## src/rtl/core/stable_quadratic_root_solver_macros.svh

```systemverilog
// Assertion macros for the stable quadratic root solver.
// Used by modules that check their own pipeline; expects aclk and aresetn in scope.
`ifndef STABLE_QUADRATIC_ROOT_SOLVER_MACROS_SVH
`define STABLE_QUADRATIC_ROOT_SOLVER_MACROS_SVH
`ifndef SYNTHESIS
// checked property, disabled while in reset
`define SQRS_ASSERT(lbl, prop, msg) \
    lbl: assert property (@(posedge aclk) disable iff (!aresetn) prop) else $error(msg);
// checked property, also live during reset
`define SQRS_ASSERT_ALWAYS(lbl, prop, msg) \
    lbl: assert property (@(posedge aclk) prop) else $error(msg);
`else
`define SQRS_ASSERT(lbl, prop, msg)
`define SQRS_ASSERT_ALWAYS(lbl, prop, msg)
`endif
`endif

```

## src/rtl/core/sqrs_pkg.sv

```systemverilog
// Shared types and defaults for the stable quadratic root solver.
// No dependencies; imported by every module of the block.
package sqrs_pkg;

    localparam int WORD_BITS_DEF = 32;
    localparam int FRAC_BITS_DEF = 16;

    // coefficient signs and discriminant status, carried through the square root
    typedef struct packed {
        logic eq;
        logic dneg;
        logic a_neg;
        logic b_neg;
        logic c_neg;
        logic c_zero;
    } coef_flags_t;

    // root status, carried through the dividers
    typedef struct packed {
        logic eq;
        logic real_ok;
        logic lok;
        logic rep;
        logic neg_s;
        logic neg_l;
    } root_flags_t;

endpackage

```

## src/rtl/core/sqrs_post.sv

```systemverilog
// Saturation, root selection, sorting and output register of the solver.
// Depends on sqrs_pkg for the root flag type.
module sqrs_post #(
    parameter int WORD_BITS = 32,
    parameter int NUM_W     = 50
) (
    input  logic                        aclk,
    input  logic                        aresetn,
    input  logic                        en,
    input  logic                        in_valid,
    input  logic [NUM_W-1:0]            quo_s,
    input  logic [NUM_W-1:0]            quo_l,
    input  sqrs_pkg::root_flags_t       in_flags,
    output logic                        m_valid,
    output logic                        m_equation_ok,
    output logic signed [WORD_BITS-1:0] m_root_small,
    output logic                        m_root_small_ok,
    output logic signed [WORD_BITS-1:0] m_root_large,
    output logic                        m_root_large_ok,
    output logic [1:0]                  m_unique_count,
    output logic signed [WORD_BITS-1:0] m_unique_low,
    output logic signed [WORD_BITS-1:0] m_unique_high,
    output logic signed [WORD_BITS-1:0] m_least_positive,
    output logic                        m_least_positive_ok,
    output logic                        m_saturated
);
    import sqrs_pkg::*;

    localparam int W = WORD_BITS;
    localparam logic [NUM_W-1:0] POS_LIM = (NUM_W'(1) << (W - 1)) - NUM_W'(1);
    localparam logic [NUM_W-1:0] NEG_LIM = NUM_W'(1) << (W - 1);

    // clip flag over the signed, saturated root
    function automatic logic [W:0] sat_root(input logic [NUM_W-1:0] q, input logic neg);
        logic [NUM_W-1:0] lim;
        logic             clip;
        logic [W-1:0]     mag;
        lim  = neg ? NEG_LIM : POS_LIM;
        clip = (q > lim);
        mag  = clip ? lim[W-1:0] : q[W-1:0];
        return {clip, neg ? (~mag + W'(1)) : mag};
    endfunction

    logic               p1_vld_reg;
    logic signed [W-1:0] rs_reg, rl_reg;
    logic               clip_s_reg, clip_l_reg;
    root_flags_t        p1_flags_reg;
    logic [W:0]         sat_s, sat_l;

    assign sat_s = sat_root(quo_s, in_flags.neg_s);
    assign sat_l = sat_root(quo_l, in_flags.neg_l);

    // stage one: saturate both quotients
    always_ff @(posedge aclk) begin
        if (!aresetn) begin
            p1_vld_reg <= 1'b0;
        end else if (en) begin
            p1_vld_reg <= in_valid;
        end
    end

    always_ff @(posedge aclk) begin
        if (en) begin
            rs_reg       <= sat_s[W-1:0];
            rl_reg       <= sat_l[W-1:0];
            clip_s_reg   <= sat_s[W];
            clip_l_reg   <= sat_l[W];
            p1_flags_reg <= in_flags;
        end
    end

    // stage two: select, sort, average and pick the least positive root
    logic                sok, lok, pos_s, pos_l, s_lt_l;
    logic signed [W:0]   sum;
    logic signed [W-1:0] rs_v, rl_v, ulo, uhi, lp;
    logic [1:0]          cnt;

    assign sok    = p1_flags_reg.eq && p1_flags_reg.real_ok;
    assign lok    = sok && p1_flags_reg.lok;
    assign s_lt_l = (rs_reg < rl_reg);
    assign sum    = {rs_reg[W-1], rs_reg} + {rl_reg[W-1], rl_reg};
    assign pos_s  = sok && (rs_reg > 0);
    assign pos_l  = lok && (rl_reg > 0);

    always_comb begin
        rs_v = sok ? rs_reg : '0;
        rl_v = lok ? rl_reg : '0;
        cnt  = 2'd0;
        ulo  = '0;
        uhi  = '0;
        if (sok) begin
            if (p1_flags_reg.rep) begin
                cnt = 2'd1;
                ulo = lok ? sum[W:1] : rs_reg;
            end else if (lok) begin
                cnt = 2'd2;
                ulo = s_lt_l ? rs_reg : rl_reg;
                uhi = s_lt_l ? rl_reg : rs_reg;
            end else begin
                cnt = 2'd1;
                ulo = rs_reg;
            end
        end
        if (pos_s && pos_l) begin
            lp = s_lt_l ? rs_reg : rl_reg;
        end else if (pos_s) begin
            lp = rs_reg;
        end else if (pos_l) begin
            lp = rl_reg;
        end else begin
            lp = '0;
        end
    end

    always_ff @(posedge aclk) begin
        if (!aresetn) begin
            m_valid <= 1'b0;
        end else if (en) begin
            m_valid <= p1_vld_reg;
        end
    end

    always_ff @(posedge aclk) begin
        if (en) begin
            m_equation_ok       <= p1_flags_reg.eq;
            m_root_small        <= rs_v;
            m_root_small_ok     <= sok;
            m_root_large        <= rl_v;
            m_root_large_ok     <= lok;
            m_unique_count      <= cnt;
            m_unique_low        <= ulo;
            m_unique_high       <= uhi;
            m_least_positive    <= lp;
            m_least_positive_ok <= pos_s || pos_l;
            m_saturated         <= (sok && clip_s_reg) || (lok && clip_l_reg);
        end
    end

endmodule

```

## config.mk

```make
export PLATFORM = sky130hd
export DESIGN_NAME = sqrs_post
export DESIGN_NICKNAME = d
export VERILOG_FILES = /design/src/rtl/core/stable_quadratic_root_solver_macros.svh /design/src/rtl/core/sqrs_pkg.sv /design/src/rtl/core/sqrs_post.sv
export SDC_FILE = /design/constraint.sdc
export NUM_CORES = 1
export LEC_CHECK = 0
export BUFFER_PORTS_ARGS = -buffer_cell sky130_fd_sc_hd__buf_2
export CELL_PAD_IN_SITES_DETAIL_PLACEMENT = 1
export CELL_PAD_IN_SITES_GLOBAL_PLACEMENT = 1
export CORE_MARGIN = 2
export CORE_UTILIZATION = 48
export CTS_CLUSTER_DIAMETER = 150
export DETAILED_ROUTE_END_ITERATION = 16
export GPL_TIMING_DRIVEN = 0
export HOLD_SLACK_MARGIN = 0.1
export PLACE_DENSITY_LB_ADDON = 0.1
export SYNTH_ARGS = -nofsm -noshare
export SYNTH_HDL_FRONTEND = slang
export SYNTH_SLANG_ARGS = --single-unit
export TNS_END_PERCENT = 1
```

## constraint.sdc

```tcl
create_clock -name aclk -period 16 [get_ports aclk]
set_input_delay 3.2 -clock aclk [delete_from_list [all_inputs] [get_ports aclk]]
set_output_delay 3.2 -clock aclk [all_outputs]
set_load 0.01 [all_outputs]
```

======== Yosys cells after proc, flatten, opt, wreduce, memory -nomap -nowiden ========
Index checks and enable logic that the tools add are counted.
storage, ports and cells
  register bits ........................... 239
operators by class
  reductions and logical operators ........ 11
  magnitude comparators ................... 5
  bitwise gates (word level) .............. 4
  add/sub/neg operators ................... 3
  mux-type cells .......................... 16
operators by type and width
  operator                                                                           count
  32-bit 2-to-1 mux                                                                  14
  50-bit by 32-bit greater-than comparator with 1-bit output                         2
  32-bit by 1-bit adder with 32-bit output (second input constant)                   2
  32-bit by 1-bit greater-than comparator with 1-bit output (second input constant)  2
  32-bit inverter                                                                    2
  32-bit by 32-bit adder with 33-bit output                                          1
  32-bit < comparator                                                                1
  1-bit logical AND                                                                  7
  3-bit OR reduction                                                                 1
  1-bit logical OR                                                                   2
  2-bit 2-to-1 mux                                                                   1
  1-bit inverter                                                                     2
  2-bit OR reduction                                                                 1
  1-bit 2-to-1 mux                                                                   1

======== Longest topological paths before layout ========
  depth in word-level cells ............... 6
  gate-level depth with buffers ........... 24
  mapped depth without buffers ............ 21

======== Worst setup path before layout ========
OpenSTA, ideal clock, no wires.
  path type ............................... input to register
  from .................................... input port in_flags[1] (netlist name)
  to ...................................... register rs_reg[30], data pin
  library setup time ...................... 266 ps
  buffers on the path ..................... 4
  stages .................................. 24
  required time ........................... 15734 ps
  data arrival time ....................... 7663 ps
  path slack .............................. 8071 ps
  path through ............................ clkbuf_1 > inv_1 > clkbuf_1 > ha_1 > nand4_1 > nor2_1 > nor4b_1 > nand2_1 > or2_2 > a21oi_1 > o21a_1 > inv_1 > clkbuf_1 > buf_1 > o21ai_0 > ha_1 > and2_1 > nand4_1 > or4_1 > nor3_1 > or3b_1 > a21o_1 > a21oi_1 > nor2_1
on the way
  cells in the longest elaborated chain, start to end .. 6
RTL lines
  item                                                            line             text
  from (decl)                                                     sqrs_post.sv:13  input sqrs_pkg::root_flags_t in_flags,
  32-bit 2-to-1 mux (*)                                           sqrs_post.sv:38  lim = neg ? NEG_LIM : POS_LIM;
  50-bit by 32-bit greater-than comparator with 1-bit output (*)  sqrs_post.sv:39  clip = (q > lim);
  net sat_s[32]                                                   sqrs_post.sv:48  logic [W:0] sat_s, sat_l;
  32-bit 2-to-1 mux (*)                                           sqrs_post.sv:40  mag = clip ? lim[W-1:0] : q[W-1:0];
  32-bit inverter                                                 sqrs_post.sv:41  return {clip, neg ? (~mag + W'(1)) : mag};
  32-bit by 1-bit adder with 32-bit output                        sqrs_post.sv:41
  32-bit 2-to-1 mux (*)                                           sqrs_post.sv:41
  net sat_s[30]                                                   sqrs_post.sv:48
  to (signal assigned)                                            sqrs_post.sv:64  rs_reg <= sat_s[W-1:0];
  to (decl)                                                       sqrs_post.sv:45  logic signed [W-1:0] rs_reg, rl_reg;
The timed path passes the listed nets; every way through them passes the cells marked *.
A chain may end at the register's enable or synchronous reset.

======== Final worst setup path ========
Ends and elaborated chain as after synthesis.

==> impl_metrics.env <==
export IMPL_antenna_left=0
export IMPL_viasPerCell=6.36
export IMPL_pwr_share_seq_pct=44.1
export IMPL_syn_cell_area_mm2=0.0157
export IMPL_fin_crit_sh_pct=59.2
export IMPL_fin_util_pct=57.2
export IMPL_p_total_mw=1.79
export IMPL_dr_pass1_iters=5
export IMPL_outcome="complete, no violations"
export IMPL_ys_warn_count=0
export IMPL_antenna_found_initial=1
export IMPL_rsz0062_at_grt="false"
export IMPL_crit_required_ns=16.28
export IMPL_drv_cap=0
export IMPL_regArea_mm2=0.00716
export IMPL_synth_compound_gate_area_share_pct=20.1
export IMPL_relSlewSlack_pct=23.3
export IMPL_clock_path_buffers=3
export IMPL_p_int_mw=1.22
export IMPL_ys_seq_elements=239
export IMPL_clk_pin_slew_ns=0.06
export IMPL_critPathKind="primary input to flip-flop"
export IMPL_grt_total_usage_pct=34.8
export IMPL_switching_share_pct=31.9
export IMPL_start_util_pct=48.5
export IMPL_synth_async_reset_ratio_pct=0
export IMPL_clock_power_share_pct=33.2
export IMPL_synth_simple_area_share_pct=17.7
export IMPL_multiInputGateArea_mm2=0.00794
export IMPL_synth_cells=1590
export IMPL_powerDensity_mw_per_mm2=96.5
export IMPL_initialDrtViolationCount=1339
export IMPL_skew_ns=0.0119
export IMPL_synth_top_area_share_pct=45.3
export IMPL_tns_ns=0
export IMPL_grt_pass1_wl_um=90300
export IMPL_final_fill_count=3765
export IMPL_wl_per_cell_um=25.6
export IMPL_ctsHtreeMaxLevel=1
export IMPL_critPathArrivalTime_ns=9.76
export IMPL_p_sw_mw=0.569
export IMPL_cp_start_kind="primary input"
export IMPL_die_area_mm2=0.0342
export IMPL_synth_top_cell_by_area="edfxtp_1"
export IMPL_crit_slowest_cell="or4_1"
export IMPL_tightest_slew_ns=1.15
export IMPL_coreArea_mm2=0.0324
export IMPL_hold_violations=0
export IMPL_cts_buffers=27
export IMPL_final_min_clock_period_ns=9.48
export IMPL_clk_latency_ns=0.54
export IMPL_die_y_um=185
export IMPL_synth_xor_area_share_pct=1.39
export IMPL_cp_max_fo=31
export IMPL_vdd_ir_drop_max_mv=0.0855
export IMPL_leakage_nw=7.88
export IMPL_crit_path_max_incr_delay_ns=0.56
export IMPL_grt_pass1_vias=15250
export IMPL_synth_fa_ha_area_share_pct=10.3
export IMPL_ctsHoldBuffers=0
export IMPL_combPwrFrac_pct=22.7
export IMPL_area_delta_synth_final_pct=17.9
export IMPL_postCtsSetupRepairBufs=0
export IMPL_synth_area_per_cell_um2=9.88
export IMPL_num_antenna_cells=0
export IMPL_synth_edf_count=237
export IMPL_ys_top_cells_by_area="edfxtp_1, ha_1, a21oi_1"
export IMPL_die_w_um=185
export IMPL_drive_gt1_share_pct=18.6
export IMPL_ios=278
export IMPL_fmax_ghz=0.106
export IMPL_routed_via_count=14982
export IMPL_rows=66
export IMPL_grt_max_degree=121
export IMPL_nets=2136
export IMPL_synth_top_family_by_area="compound AO/OA/AOI/OAI gates"
export IMPL_synth_fp_nets=1829
export IMPL_cp_top_family="simple AND/OR/NAND/NOR gates"
export IMPL_cp_common_cell="clkbuf_1"
export IMPL_clkSinkCount=239
export IMPL_final_setup_viol_count=0
export IMPL_yosys_most_used_dff="edfxtp_1"
export IMPL_place_congestion=0.959
export IMPL_end_kind="flip-flop"
export IMPL_cts_resized=0
export IMPL_synthMuxAreaShare_pct=1.02
export IMPL_routed_wirelength_um=60300
export IMPL_tritoncts="built"
export IMPL_drc=0
export IMPL_critPathBufInv=7
export IMPL_ys_seq_area_share_pct=45.6
export IMPL_ctsRootBufferMaster="clkbuf_16"
export IMPL_drv_slew=0
export IMPL_hold_class="flip-flop to flip-flop"
export IMPL_grt_ovfl_total=0
export IMPL_yosysUniqueCellTypes=92
export IMPL_io_buffer_count=277
export IMPL_dp_hpwl_um=45200
synth_stat cells (10+ instances only):
cell type,count
inv_1,75
o21ai_0,67
nor3_1,57
o21ai_1,10
a21o_1,37
nand2b_1,13
nor2b_1,16
a31oi_1,12
nand4_1,27
nor2_1,140
clkbuf_1,63
a211oi_1,25
ha_1,128
mux2i_1,16
nand2_1,125
xnor2_1,20
o211ai_1,11
o22ai_1,27
nor4_1,44
nand3_1,24
or3_1,17
a22o_1,33
edfxtp_1,237
and3_1,36
a21oi_1,150
layout make-up:
| class | instances | share of cell area, % |
|---|---|---|
| clock buffers | 34 | 3.79 |
| well taps | 442 | 2.99 |
| inverters | 80 | 1.62 |
| flip-flops and latches | 239 | 38.7 |
| clock inverters | 13 | 0.696 |
| plain buffers | 80 | 1.68 |
| repair buffers | 278 | 7.69 |
| multi-input cells | 1191 | 42.9 |
power by group through the flow:
stage,Combinational [mW],Sequential (mW),Clock (mW)
6_report,0.406,0.788,0.592
3_5_place_dp,0.394,0.798,0
3_3_place_gp,0.377,0.800,0
5_1_grt,0.440,0.790,0.618
4_1_cts,0.398,0.786,0.597
2_1_floorplan,0.224,0.783,0
per-layer routing:
metal  vias up  part of all wire (%)  track usage [%]
met5         -                     0                0
met4         0                   4.3             14.4
met1      7381                    40             44.6
met3       156                   7.2             4.95
met2       739                    48             59.0
li1       6706                     -                -
cell families (layout without fill, tap and decap cells):
kind of cell | after synthesis | count (layout)
multiplexers | 16 | 16
AND/OR/NAND/NOR | 542 | 542
adder cells (fa/ha/maj) | 129 | 129
buffers and inverters | 160 | 485
other | 1 | 1
flip-flops | 239 | 239
XOR/XNOR | 25 | 25
AO/OA/AOI/OAI | 478 | 478
path summary, 6_finish.rpt:
check | from | to | slack (ns) | depth (start not counted)
hold reg to reg | m_valid$_SDFFE_PN0P_ | m_valid$_SDFFE_PN0P_ | 0.53 | 2
hold / removal | m_valid$_SDFFE_PN0P_ | m_valid$_SDFFE_PN0P_ | 0.53 | 2
setup / recovery | in_flags[1] | rs_reg[30]$_DFFE_PP_ | 6.52 | 25
setup reg to reg | rl_reg[17]$_DFFE_PP_ | m_unique_low[16]$_SDFFCE_PN0P_ | 10.85 | 12
tightest hold or removal path: cells and delay by family, from the launching register on:
| kind | cells | cell delay, ns |
|---|---|---|
| flops | 1 | 0.31 |
| mux | 1 | 0.12 |
| simple gates | 1 | 0.06 |
metrics by stage:
step	instances	hold slack (ns)	setup slack [ns]	cell area, um^2
2_1_floorplan	1590	0.482	8.07	15700
3_3_place_gp	2309	0.493	6.42	17600
3_5_place_dp	2310	0.515	6.13	17700
4_1_cts	2357	0.529	6.63	18500
5_1_grt	2357	0.549	5.97	18500
6_report	2357	0.527	6.52	18500
cells in the final DEF, fill, tap and decap left out, drive strengths merged, types with 6 or more instances in the layout:
cell,synthesis,layout
a211oi,25,25
a21o,37,37
a21oi,151,151
a221oi,7,7
a22o,33,33
a2bb2oi,8,8
a31o,7,7
a31oi,12,12
and2,6,6
and3,36,36
buf,17,295
clkbuf,63,97
clkinv,3,11
edfxtp,237,237
ha,128,128
inv,77,78
mux2i,16,16
nand2,125,125
nand2b,13,13
nand3,24,24
nand4,27,27
nor2,141,141
nor2b,16,16
nor3,59,59
nor4,45,45
o211ai,11,11
o21a,7,7
o21ai,78,78
o21bai,9,9
o221ai,8,8
o22ai,27,27
o31ai,9,9
or3,18,18
or4,8,8
xnor2,20,20
No activity file was read; power rests on OpenSTA's default activity.
